**src/design/lfdc_pkg.sv**
```systemverilog
// Shared types, constants and the control program of the line-follow drive controller.
// Stands alone; the core module imports it.
`default_nettype none

package lfdc_pkg;

  // Widths of the stream payloads.
  localparam int unsigned IN_DATA_W  = 104;
  localparam int unsigned OUT_DATA_W = 32;
  localparam int unsigned CFG_IDX_W  = 3;
  localparam int unsigned CFG_DATA_W = 16;

  // Program counter and divider widths.
  localparam int unsigned PC_W   = 4;
  localparam int unsigned CNT_W  = 6;
  localparam int unsigned QUO_W  = 37;
  localparam int unsigned DIVR_W = 48;

  // Iteration counts of the two divisions.
  localparam logic [CNT_W-1:0] SPD_ITERS = 6'd24;
  localparam logic [CNT_W-1:0] TRN_ITERS = 6'd37;

  // Angle wrap limits in Q3.13.
  localparam logic signed [17:0] ANG_PI     = 18'sd25736;
  localparam logic signed [17:0] ANG_TWO_PI = 18'sd51472;

  // Target speeds (Q8.8, unsigned) and turns (Q8.8, signed).
  localparam logic [9:0]         SPEED_ON_LINE  = 10'd768;
  localparam logic [9:0]         SPEED_OFF_LINE = 10'd512;
  localparam logic signed [11:0] TURN_HARD_L    = 12'sd1536;
  localparam logic signed [11:0] TURN_HARD_R    = -12'sd1536;
  localparam logic signed [11:0] TURN_SOFT_L    = 12'sd256;
  localparam logic signed [11:0] TURN_SOFT_R    = -12'sd256;
  localparam logic signed [11:0] TURN_NONE      = 12'sd0;

  // Remembered search turn, integer units.
  localparam logic signed [2:0] SEARCH_LEFT  = 3'sd3;
  localparam logic signed [2:0] SEARCH_RIGHT = -3'sd3;
  localparam logic signed [2:0] SEARCH_NONE  = 3'sd0;

  // Configuration register indices.
  typedef enum logic [CFG_IDX_W-1:0] {
    REG_WHEEL_RADIUS = 3'd0,
    REG_WHEEL_BASE   = 3'd1,
    REG_FRONT_ALERT  = 3'd2,
    REG_FRONT_STOP   = 3'd3,
    REG_SIDE_ALERT   = 3'd4,
    REG_SIDE_TURN    = 3'd5
  } cfg_reg_e;

  // Datapath operation of one control word.
  typedef enum logic [3:0] {
    OP_WAIT      = 4'd0,
    OP_PREP      = 4'd1,
    OP_NOP       = 4'd2,
    OP_MUL_SUM   = 4'd3,
    OP_MUL_BDT   = 4'd4,
    OP_LOAD_SPD  = 4'd5,
    OP_DIV       = 4'd6,
    OP_STORE_SPD = 4'd7,
    OP_MUL_DIF   = 4'd8,
    OP_LOAD_TRN  = 4'd9,
    OP_STORE_TRN = 4'd10,
    OP_SUM       = 4'd11,
    OP_EMIT      = 4'd12
  } uop_e;

  // Sequencing rule of one control word.
  typedef enum logic [2:0] {
    SEQ_NEXT     = 3'd0,
    SEQ_WAIT_IN  = 3'd1,
    SEQ_JUMP_DT0 = 3'd2,
    SEQ_LOOP_DIV = 3'd3,
    SEQ_WAIT_OUT = 3'd4
  } seq_e;

  typedef struct packed {
    uop_e            op;
    seq_e            seq;
    logic [PC_W-1:0] target;
  } uword_t;

  localparam logic [PC_W-1:0] PC_IDLE = 4'd0;
  localparam logic [PC_W-1:0] PC_LAST = 4'd13;

  // The control program: one word per step.
  function automatic uword_t ucode_rom(input logic [PC_W-1:0] pc);
    uword_t w;
    case (pc)
      4'd0:    w = '{op: OP_WAIT,      seq: SEQ_WAIT_IN,  target: PC_IDLE};
      4'd1:    w = '{op: OP_PREP,      seq: SEQ_NEXT,     target: PC_IDLE};
      4'd2:    w = '{op: OP_NOP,       seq: SEQ_JUMP_DT0, target: PC_IDLE};
      4'd3:    w = '{op: OP_MUL_SUM,   seq: SEQ_NEXT,     target: PC_IDLE};
      4'd4:    w = '{op: OP_MUL_BDT,   seq: SEQ_NEXT,     target: PC_IDLE};
      4'd5:    w = '{op: OP_LOAD_SPD,  seq: SEQ_NEXT,     target: PC_IDLE};
      4'd6:    w = '{op: OP_DIV,       seq: SEQ_LOOP_DIV, target: PC_IDLE};
      4'd7:    w = '{op: OP_STORE_SPD, seq: SEQ_NEXT,     target: PC_IDLE};
      4'd8:    w = '{op: OP_MUL_DIF,   seq: SEQ_NEXT,     target: PC_IDLE};
      4'd9:    w = '{op: OP_LOAD_TRN,  seq: SEQ_NEXT,     target: PC_IDLE};
      4'd10:   w = '{op: OP_DIV,       seq: SEQ_LOOP_DIV, target: PC_IDLE};
      4'd11:   w = '{op: OP_STORE_TRN, seq: SEQ_NEXT,     target: PC_IDLE};
      4'd12:   w = '{op: OP_SUM,       seq: SEQ_NEXT,     target: PC_IDLE};
      4'd13:   w = '{op: OP_EMIT,      seq: SEQ_WAIT_OUT, target: PC_IDLE};
      default: w = '{op: OP_NOP,       seq: SEQ_JUMP_DT0, target: PC_IDLE};
    endcase
    return w;
  endfunction

  // Wheel angle change wrapped into plus or minus pi.
  function automatic logic signed [16:0] wrap_delta(input logic [15:0] now,
                                                    input logic [15:0] prev);
    logic signed [17:0] d;
    d = $signed({2'b00, now}) - $signed({2'b00, prev});
    if (d > ANG_PI) begin
      d = d - ANG_TWO_PI;
    end else if (d < -ANG_PI) begin
      d = d + ANG_TWO_PI;
    end
    return d[16:0];
  endfunction

  // Saturate a wide signed value to a 16-bit drive command.
  function automatic logic [15:0] sat16(input logic signed [39:0] v);
    logic [15:0] r;
    if (v > 40'sd32767) begin
      r = 16'h7FFF;
    end else if (v < -40'sd32768) begin
      r = 16'h8000;
    end else begin
      r = v[15:0];
    end
    return r;
  endfunction

endpackage

`default_nettype wire

```
**src/design/line_follow_drive_controller_core.sv**
```systemverilog
// Line-follow drive controller: a microcoded sequencer over a small fixed-point datapath.
// Depends on lfdc_pkg for the control program, codes and helper functions.
//
// An input item runs through the whole program before the next one is taken; an item with
// zero elapsed time gives no result and the program goes straight back to its wait step.
// Both divisions share one one-bit-per-cycle divider
// (24 steps for the speed estimate, 37 for the yaw estimate). A waiting result stalls only
// the final step. Reset clears the configuration to its defaults, the timing and angle
// history and the search turn to zero; no output is pending after reset.
`default_nettype none

module line_follow_drive_controller_core import lfdc_pkg::*; (
  input  wire                    clk_i,
  input  wire                    rst_ni,
  // Input stream
  input  wire                    s_axis_tvalid,
  output logic                   s_axis_tready,
  // Fields from bit 0: time_stamp[31:0], left_wheel_angle[47:32],
  // right_wheel_angle[63:48], front_range[75:64], left_range[87:76],
  // right_range[99:88], tape_left[100], tape_right[101], tape_center[102], zero[103]
  input  wire  [IN_DATA_W-1:0]   s_axis_tdata,
  // Result stream
  output logic                   m_axis_tvalid,
  input  wire                    m_axis_tready,
  // Fields from bit 0: left_drive[15:0], right_drive[31:16]
  output logic [OUT_DATA_W-1:0]  m_axis_tdata,
  // Configuration write channel
  input  wire                    cfg_valid_i,
  output logic                   cfg_ready_o,
  input  wire  [CFG_IDX_W-1:0]   cfg_index_i,
  input  wire  [CFG_DATA_W-1:0]  cfg_data_i
);

  // Sequencer
  logic [PC_W-1:0] pc_q, pc_d;
  uword_t          uw;
  logic            in_fire;
  logic            out_free;
  logic            emit;

  // Configuration
  logic [15:0] radius_q, base_len_q;
  logic [11:0] front_alert_q, front_stop_q, side_alert_q, side_turn_q;

  // History
  logic [31:0]        last_stamp_q;
  logic [15:0]        prev_left_q, prev_right_q;
  logic signed [2:0]  search_turn_q, search_turn_d;

  // Captured input item
  logic [31:0] stamp_q;
  logic [15:0] left_ang_q, right_ang_q;
  logic [11:0] front_rng_q, left_rng_q, right_rng_q;
  logic        tape_l_q, tape_r_q, tape_c_q;

  // Working registers
  logic [31:0]              dt_q;
  logic signed [16:0]       dl_q, dr_q;
  logic [9:0]               speed_q, speed_d;
  logic signed [11:0]       turn_q, turn_d;
  logic signed [34:0]       prod_q;
  logic [47:0]              bdt_q;
  logic [DIVR_W-1:0]        divr_q, rem_q;
  logic [QUO_W-1:0]         quo_q;
  logic [CNT_W-1:0]         cnt_q;
  logic                     neg_q;
  logic signed [24:0]       aspeed_q;
  logic signed [37:0]       aturn_q;
  logic signed [25:0]       base_q;
  logic signed [38:0]       tf_q;
  logic [15:0]              left_q, right_q;
  logic                     m_valid_q;

  // Combinational datapath values
  logic signed [17:0] mul_a;
  logic signed [34:0] prod_w;
  logic [15:0]        base_eff;
  logic [47:0]        bdt_w;
  logic [34:0]        prod_mag;
  logic [DIVR_W:0]    trial;
  logic               trial_ge;
  logic [24:0]        spd_q_mag;
  logic [37:0]        trn_q_mag;
  logic signed [39:0] left_w, right_w;
  logic               obstacle;

  // Control word fetch and handshakes
  assign uw            = ucode_rom(pc_q);
  assign s_axis_tready = (uw.op == OP_WAIT);
  assign in_fire       = s_axis_tvalid & s_axis_tready;
  assign out_free      = ~m_valid_q | m_axis_tready;
  assign emit          = (uw.op == OP_EMIT) & out_free;
  assign cfg_ready_o   = 1'b1;
  assign m_axis_tvalid = m_valid_q;
  assign m_axis_tdata  = {right_q, left_q};

  // Next step of the program
  always_comb begin
    case (uw.seq)
      SEQ_NEXT:     pc_d = pc_q + 1'b1;
      SEQ_WAIT_IN:  pc_d = in_fire ? pc_q + 1'b1 : pc_q;
      SEQ_JUMP_DT0: pc_d = (dt_q == 32'd0) ? uw.target : pc_q + 1'b1;
      SEQ_LOOP_DIV: pc_d = (cnt_q == 6'd1) ? pc_q + 1'b1 : pc_q;
      SEQ_WAIT_OUT: pc_d = out_free ? uw.target : pc_q;
      default:      pc_d = PC_IDLE;
    endcase
  end

  // Target speed and turn from the tape flags and the sonar ranges
  always_comb begin
    obstacle = (front_rng_q < front_alert_q) | (left_rng_q < side_alert_q) |
               (right_rng_q < side_alert_q);
    if (tape_c_q) begin
      speed_d = SPEED_ON_LINE;
      if (tape_r_q) begin
        turn_d = TURN_HARD_R;
      end else if (tape_l_q) begin
        turn_d = TURN_HARD_L;
      end else begin
        turn_d = TURN_NONE;
      end
    end else begin
      speed_d = SPEED_OFF_LINE;
      if (tape_r_q) begin
        turn_d = TURN_SOFT_R;
      end else if (tape_l_q) begin
        turn_d = TURN_SOFT_L;
      end else begin
        turn_d = {search_turn_q[2], search_turn_q, 8'h00};
      end
    end
    if (obstacle) begin
      if (front_rng_q < front_stop_q) begin
        speed_d = 10'd0;
      end
      if ((right_rng_q < side_turn_q) && (left_rng_q > right_rng_q)) begin
        turn_d = TURN_HARD_L;
      end else begin
        turn_d = TURN_HARD_R;
      end
    end
  end

  // The search turn remembers the last side tape seen, left winning
  always_comb begin
    search_turn_d = search_turn_q;
    if (tape_r_q) begin
      search_turn_d = SEARCH_RIGHT;
    end
    if (tape_l_q) begin
      search_turn_d = SEARCH_LEFT;
    end
  end

  // Multipliers, divider step and final sums
  always_comb begin
    if (uw.op == OP_MUL_DIF) begin
      mul_a = 18'(dr_q) - 18'(dl_q);
    end else begin
      mul_a = 18'(dl_q) + 18'(dr_q);
    end
    prod_w    = 35'(mul_a) * 35'($signed({1'b0, radius_q}));
    base_eff  = (base_len_q == 16'd0) ? 16'd1 : base_len_q;
    bdt_w     = 48'(base_eff) * 48'(dt_q);
    prod_mag  = prod_q[34] ? 35'(-prod_q) : 35'(prod_q);
    trial     = {rem_q, quo_q[QUO_W-1]};
    trial_ge  = (trial >= {1'b0, divr_q});
    spd_q_mag = {1'b0, quo_q[23:0]};
    trn_q_mag = {1'b0, quo_q};
    left_w    = 40'(base_q) - 40'(tf_q);
    right_w   = 40'(base_q) + 40'(tf_q);
  end

  // Control state: sequencer, configuration, history and output valid
  always_ff @(posedge clk_i or negedge rst_ni) begin
    if (!rst_ni) begin
      pc_q          <= PC_IDLE;
      m_valid_q     <= 1'b0;
      radius_q      <= 16'd4096;
      base_len_q    <= 16'd8192;
      front_alert_q <= 12'd1280;
      front_stop_q  <= 12'd768;
      side_alert_q  <= 12'd512;
      side_turn_q   <= 12'd768;
      last_stamp_q  <= 32'd0;
      prev_left_q   <= 16'd0;
      prev_right_q  <= 16'd0;
      search_turn_q <= SEARCH_NONE;
    end else begin
      pc_q <= pc_d;
      if (emit) begin
        m_valid_q    <= 1'b1;
        last_stamp_q <= stamp_q;
        prev_left_q  <= left_ang_q;
        prev_right_q <= right_ang_q;
      end else if (m_axis_tready) begin
        m_valid_q <= 1'b0;
      end
      if (uw.op == OP_PREP) begin
        search_turn_q <= search_turn_d;
      end
      if (cfg_valid_i & cfg_ready_o) begin
        case (cfg_index_i)
          REG_WHEEL_RADIUS: radius_q      <= cfg_data_i;
          REG_WHEEL_BASE:   base_len_q    <= cfg_data_i;
          REG_FRONT_ALERT:  front_alert_q <= cfg_data_i[11:0];
          REG_FRONT_STOP:   front_stop_q  <= cfg_data_i[11:0];
          REG_SIDE_ALERT:   side_alert_q  <= cfg_data_i[11:0];
          REG_SIDE_TURN:    side_turn_q   <= cfg_data_i[11:0];
          default:          ;
        endcase
      end
    end
  end

  // Payload registers, driven by the current control word
  always_ff @(posedge clk_i) begin
    if (in_fire) begin
      stamp_q     <= s_axis_tdata[31:0];
      left_ang_q  <= s_axis_tdata[47:32];
      right_ang_q <= s_axis_tdata[63:48];
      front_rng_q <= s_axis_tdata[75:64];
      left_rng_q  <= s_axis_tdata[87:76];
      right_rng_q <= s_axis_tdata[99:88];
      tape_l_q    <= s_axis_tdata[100];
      tape_r_q    <= s_axis_tdata[101];
      tape_c_q    <= s_axis_tdata[102];
    end
    case (uw.op)
      OP_PREP: begin
        dt_q    <= stamp_q - last_stamp_q;
        dl_q    <= wrap_delta(left_ang_q, prev_left_q);
        dr_q    <= wrap_delta(right_ang_q, prev_right_q);
        speed_q <= speed_d;
        turn_q  <= turn_d;
      end
      OP_MUL_SUM, OP_MUL_DIF: begin
        prod_q <= prod_w;
      end
      OP_MUL_BDT: begin
        bdt_q <= bdt_w;
      end
      OP_LOAD_SPD: begin
        // Dividing by dt*256 equals dividing the magnitude shifted down by 8 by dt.
        quo_q  <= {prod_mag[31:8], 13'd0};
        rem_q  <= '0;
        divr_q <= {16'd0, dt_q};
        cnt_q  <= SPD_ITERS;
        neg_q  <= prod_q[34];
      end
      OP_LOAD_TRN: begin
        // The factor 32 on the numerator is a left shift by five.
        quo_q  <= {prod_mag[31:0], 5'd0};
        rem_q  <= '0;
        divr_q <= bdt_q;
        cnt_q  <= TRN_ITERS;
        neg_q  <= prod_q[34];
      end
      OP_DIV: begin
        // Restoring division, one quotient bit per cycle.
        if (trial_ge) begin
          rem_q <= DIVR_W'(trial - {1'b0, divr_q});
        end else begin
          rem_q <= trial[DIVR_W-1:0];
        end
        quo_q <= {quo_q[QUO_W-2:0], trial_ge};
        cnt_q <= cnt_q - 1'b1;
      end
      OP_STORE_SPD: begin
        aspeed_q <= neg_q ? -$signed(spd_q_mag) : $signed(spd_q_mag);
      end
      OP_STORE_TRN: begin
        aturn_q <= neg_q ? -$signed(trn_q_mag) : $signed(trn_q_mag);
      end
      OP_SUM: begin
        base_q <= $signed({16'd0, speed_q}) - 26'(aspeed_q);
        tf_q   <= 39'(turn_q) - 39'(aturn_q);
      end
      OP_EMIT: begin
        if (out_free) begin
          left_q  <= sat16(left_w);
          right_q <= sat16(right_w);
        end
      end
      default: ;
    endcase
  end

  // The divider count is never exhausted while a division step runs.
  assert property (@(posedge clk_i) disable iff (!rst_ni)
    (uw.op == OP_DIV) |-> (cnt_q != '0))
    else $error("divider step with zero count");

  // A result only appears after the final step of the program.
  assert property (@(posedge clk_i) disable iff (!rst_ni)
    $rose(m_valid_q) |-> ($past(uw.op) == OP_EMIT))
    else $error("result raised outside the emit step");

  // The search turn holds only left, right or none.
  assert property (@(posedge clk_i) disable iff (!rst_ni)
    (search_turn_q == SEARCH_NONE) || (search_turn_q == SEARCH_LEFT) ||
    (search_turn_q == SEARCH_RIGHT))
    else $error("search turn out of range");

  // The program counter stays inside the program.
  assert property (@(posedge clk_i) disable iff (!rst_ni)
    pc_q <= PC_LAST)
    else $error("program counter beyond the last step");

  // An input transfer always starts the program at its preparation step.
  assert property (@(posedge clk_i) disable iff (!rst_ni)
    in_fire |=> (uw.op == OP_PREP))
    else $error("input transfer did not start the program");

endmodule

`default_nettype wire
```
**config.mk**
```make
export PLATFORM = sky130hd
export DESIGN_NAME = line_follow_drive_controller_core
export DESIGN_NICKNAME = d
export VERILOG_FILES = /design/src/design/lfdc_pkg.sv /design/src/design/line_follow_drive_controller_core.sv
export SDC_FILE = /design/constraint.sdc
export NUM_CORES = 2
export LEC_CHECK = 0
export BUFFER_PORTS_ARGS = -buffer_cell sky130_fd_sc_hd__clkbuf_2
export CAP_MARGIN = 20
export CORE_MARGIN = 1.5
export CORE_UTILIZATION = 50
export CTS_CLUSTER_SIZE = 14
export DETAILED_ROUTE_END_ITERATION = 10
export GPL_ROUTABILITY_DRIVEN = 0
export PLACE_DENSITY = 0.68
export SYNTH_ARGS = -nofsm -noshare
export SYNTH_HDL_FRONTEND = slang
export SYNTH_SLANG_ARGS = --single-unit
```
**constraint.sdc**
```tcl
create_clock -name clk_i -period 25.3 [get_ports clk_i]
set_input_delay 2.53 -clock clk_i [delete_from_list [all_inputs] [get_ports clk_i]]
set_output_delay 2.53 -clock clk_i [all_outputs]
set_load 0.02 [all_outputs]
```
==> reports/qor.txt <==
result of the run = completed
IO Port Bufs = 160
reg2reg path depth = 44
Layout Skew = 0.0649 ns
FMAX = 0.0826 GHz
die area = 141000 sq um
number of diodes = 0
initial DRC count = 3298
flops & latches, synth = 708
Sequential cell area = 20500 sq um
synth cell count leaders = 1140 x inv_1, 983 x nand2_1, 712 x fa_1
reg2reg end = prod_q[34]
number of max-cap violations = 0
final std cells w/o fill = 9115
worst reg2reg startpoint = pc_q[1]
Worst Hold Endpoint = prev_left_q[4]
multi-input gate area in the final layout = 43500 sq um
Syn Inst Count = 7233
CTS max path bufs = 3
Post-DP HPWL = 121 mm
setup TNS = 0 ns
number of setup buffers added after CTS = 0
Slew HR = 23.3%
chip height = 375 microns
CP max-delay cell = or4b_2
count leader, synth = inv_1
cell taking the most area after synthesis = edfxtp_1
final hold vios = 0
clock root buffer = clkbuf_16
Crit. End Element = flip-flop
final slew viol count = 0
TritonCTS clock tree = built
PostCTS Resize Cnt = 0
# fillers = 12104
antenna violations before repair = 6
initial core utilization = 50.4%
final WL = 160 mm
worst-margin pin slew = 1.15 ns
Core Region = 137000 sq um
placed insts = 8961
Area after DPL = 71800 sq um
router iterations before antenna repair = 5
Skew-Pair Late Insertion Delay = 0.72 ns
Startpoint Class = flip-flop
Chip Width = 375 microns
Most common cell on crit path = a21oi_1
Syn Area/Cell = 9.58 sq um
CP required = 25.73 ns
top cells by area, synth = edfxtp_1 24%, fa_1 21%, ha_1 9.6%
Post-DRT Antenna Nets = 0
Hold Crit Start = left_ang_q[4]
# DRC = 0
layout cells sized above 1 = 6.83%
IO Count = 163
EDFF count, synth = 556
nets = 8626
grt ovf = 0
first-pass GRT wire length = 262 mm
post-synthesis sequential area ratio = 29.6%
dominant synthesized flop cell = edfxtp_1
Mapped Area = 69300 sq um
RSZ-0062 raised after global routing = false
Area Growth Syn to Fin = 7.62%
fin area = 74500 sq um
Worst EP arrival = 12.54 ns
vias in the first global route = 50978
final worst path period share = 47.9%
vias per cell = 5.52
post-synth top area share = 24.1%
# rows = 136
Syn Nets = 8606
global-route usage over all layers = 23.1%
maximum fanout along the worst path = 16
CP max stage delay = 0.60 ns
count of final setup violators = 0
vias = 50296
clock period minus final worst setup slack = 12.11 ns
average routed wire per standard cell = 17.6 microns
Async S/R FF share, synth = 21.5%
CTS buffer count = 81
library cells used by synthesis = 105
# clock sinks = 708
R2R Setup Slk = 13.19 ns
yosys warns = 0
# H-tree levels = 3
Worst-path clk slew = 0.06 ns
hold_buf cts = 0
largest net degree at the start of global routing = 87
CP Class = flip-flop to flip-flop
HP Class = flip-flop to flip-flop
Hold Crit Depth = 2
cell usage in the layout, fill, tap and decap left out, drive strengths merged, types with 35 or more instances in the layout:
cell,instances
a31oi,36
xnor2,284
and2,288
fa,712
buf,62
o21ai,357
nor4,44
mux2,66
dfrtp,143
a21o,127
nand2b,60
nand4,35
nand3,91
o21a,44
clkbuf,268
or3,46
edfxtp,556
a21oi,333
o21bai,49
nor3,99
xor2,114
o31ai,39
nor2,294
nand2,983
nor2b,62
inv,1143
ha,533
stage by stage:
step	hold slack, ns	worst slack [ns]	utilization (%)
global route	0.490	12.27	54.2
global placement	0.464	13.46	52.2
floorplan	0.436	15.12	-
CTS	0.457	13.32	54.2
detailed placement	0.477	13.34	52.2
finish	0.456	13.19	54.2
worst max path at each step:
| stage | cells after the start | startpoint | to |
|---|---|---|---|
| 4_1_cts | 44 | pc_q[1] | prod_q[34] |
| 5_1_grt | 38 | pc_q[1] | prod_q[29] |
| 3_5_place_dp | 44 | pc_q[0] | prod_q[34] |
| 2_1_floorplan | 41 | pc_q[1] | prod_q[29] |
| 6_report | 44 | pc_q[1] | prod_q[34] |
| 3_3_place_gp | 44 | pc_q[1] | prod_q[34] |
layer usage:
metal,vias up,global-route usage (%),wire length (microns),part of all wire (%)
met3,259,4.40,11800,7.3
met1,24583,31.7,71600,45
met2,1572,37.4,72500,45
li1,23874,-,-,-
met4,8,6.49,4430,2.8
met5,-,0,45,0.028
critical path, delay by kind of cell (launching register included):
family                   cells  cell delay, ns
flip-flops                   1            0.45
buffers and inverters        5            0.38
XOR/XNOR                     1            0.17
adder cells (fa/ha/maj)      9            3.98
AO/OA/AOI/OAI               19            3.69
AND/OR/NAND/NOR              9            3.01
multiplexers                 1            0.15
flip-flops by register name, indices dropped and copies added, names as in the netlist, 16 cells and up:
| register | flops |
|---|---|
| bdt_q | 48 |
| divr_q | 48 |
| rem_q | 48 |
| tf_q | 39 |
| aturn_q | 38 |
| quo_q | 37 |
| prod_q | 33 |
| dt_q | 32 |
| last_stamp_q | 32 |
| stamp_q | 32 |
| base_q | 26 |
| aspeed_q | 25 |
| dl_q | 17 |
| dr_q | 17 |
| base_len_q | 16 |
| left_ang_q | 16 |
| left_q | 16 |
| prev_left_q | 16 |
| prev_right_q | 16 |
| radius_q | 16 |
| right_ang_q | 16 |
| right_q | 16 |
cells by family (layout without fill, tap and decap cells):
family	after synthesis	after routing	share of synthesized area [%]
mux	84	84	1.33
buf+inv	1426	1514	7.79
simple gates	2106	2106	14.3
fa+ha+maj	1251	1251	30.3
other cells	1	1	0.00541
flops	708	708	29.6
xor+xnor	398	398	5.03
compound gates	1259	1259	11.6
area by class of cell:
cell class                 count  area share (%)
clock inverter                43           0.727
inverter                    1141            5.75
multi-input combinational   5099            58.3
sequential                   708            27.5
tap                         1794            3.01
clock buffer                 108            2.94
timing repair buffer         222            1.72
Power is not shown: default switching activity piles up to over one toggle a cycle in this logic, so the estimate is an artifact.
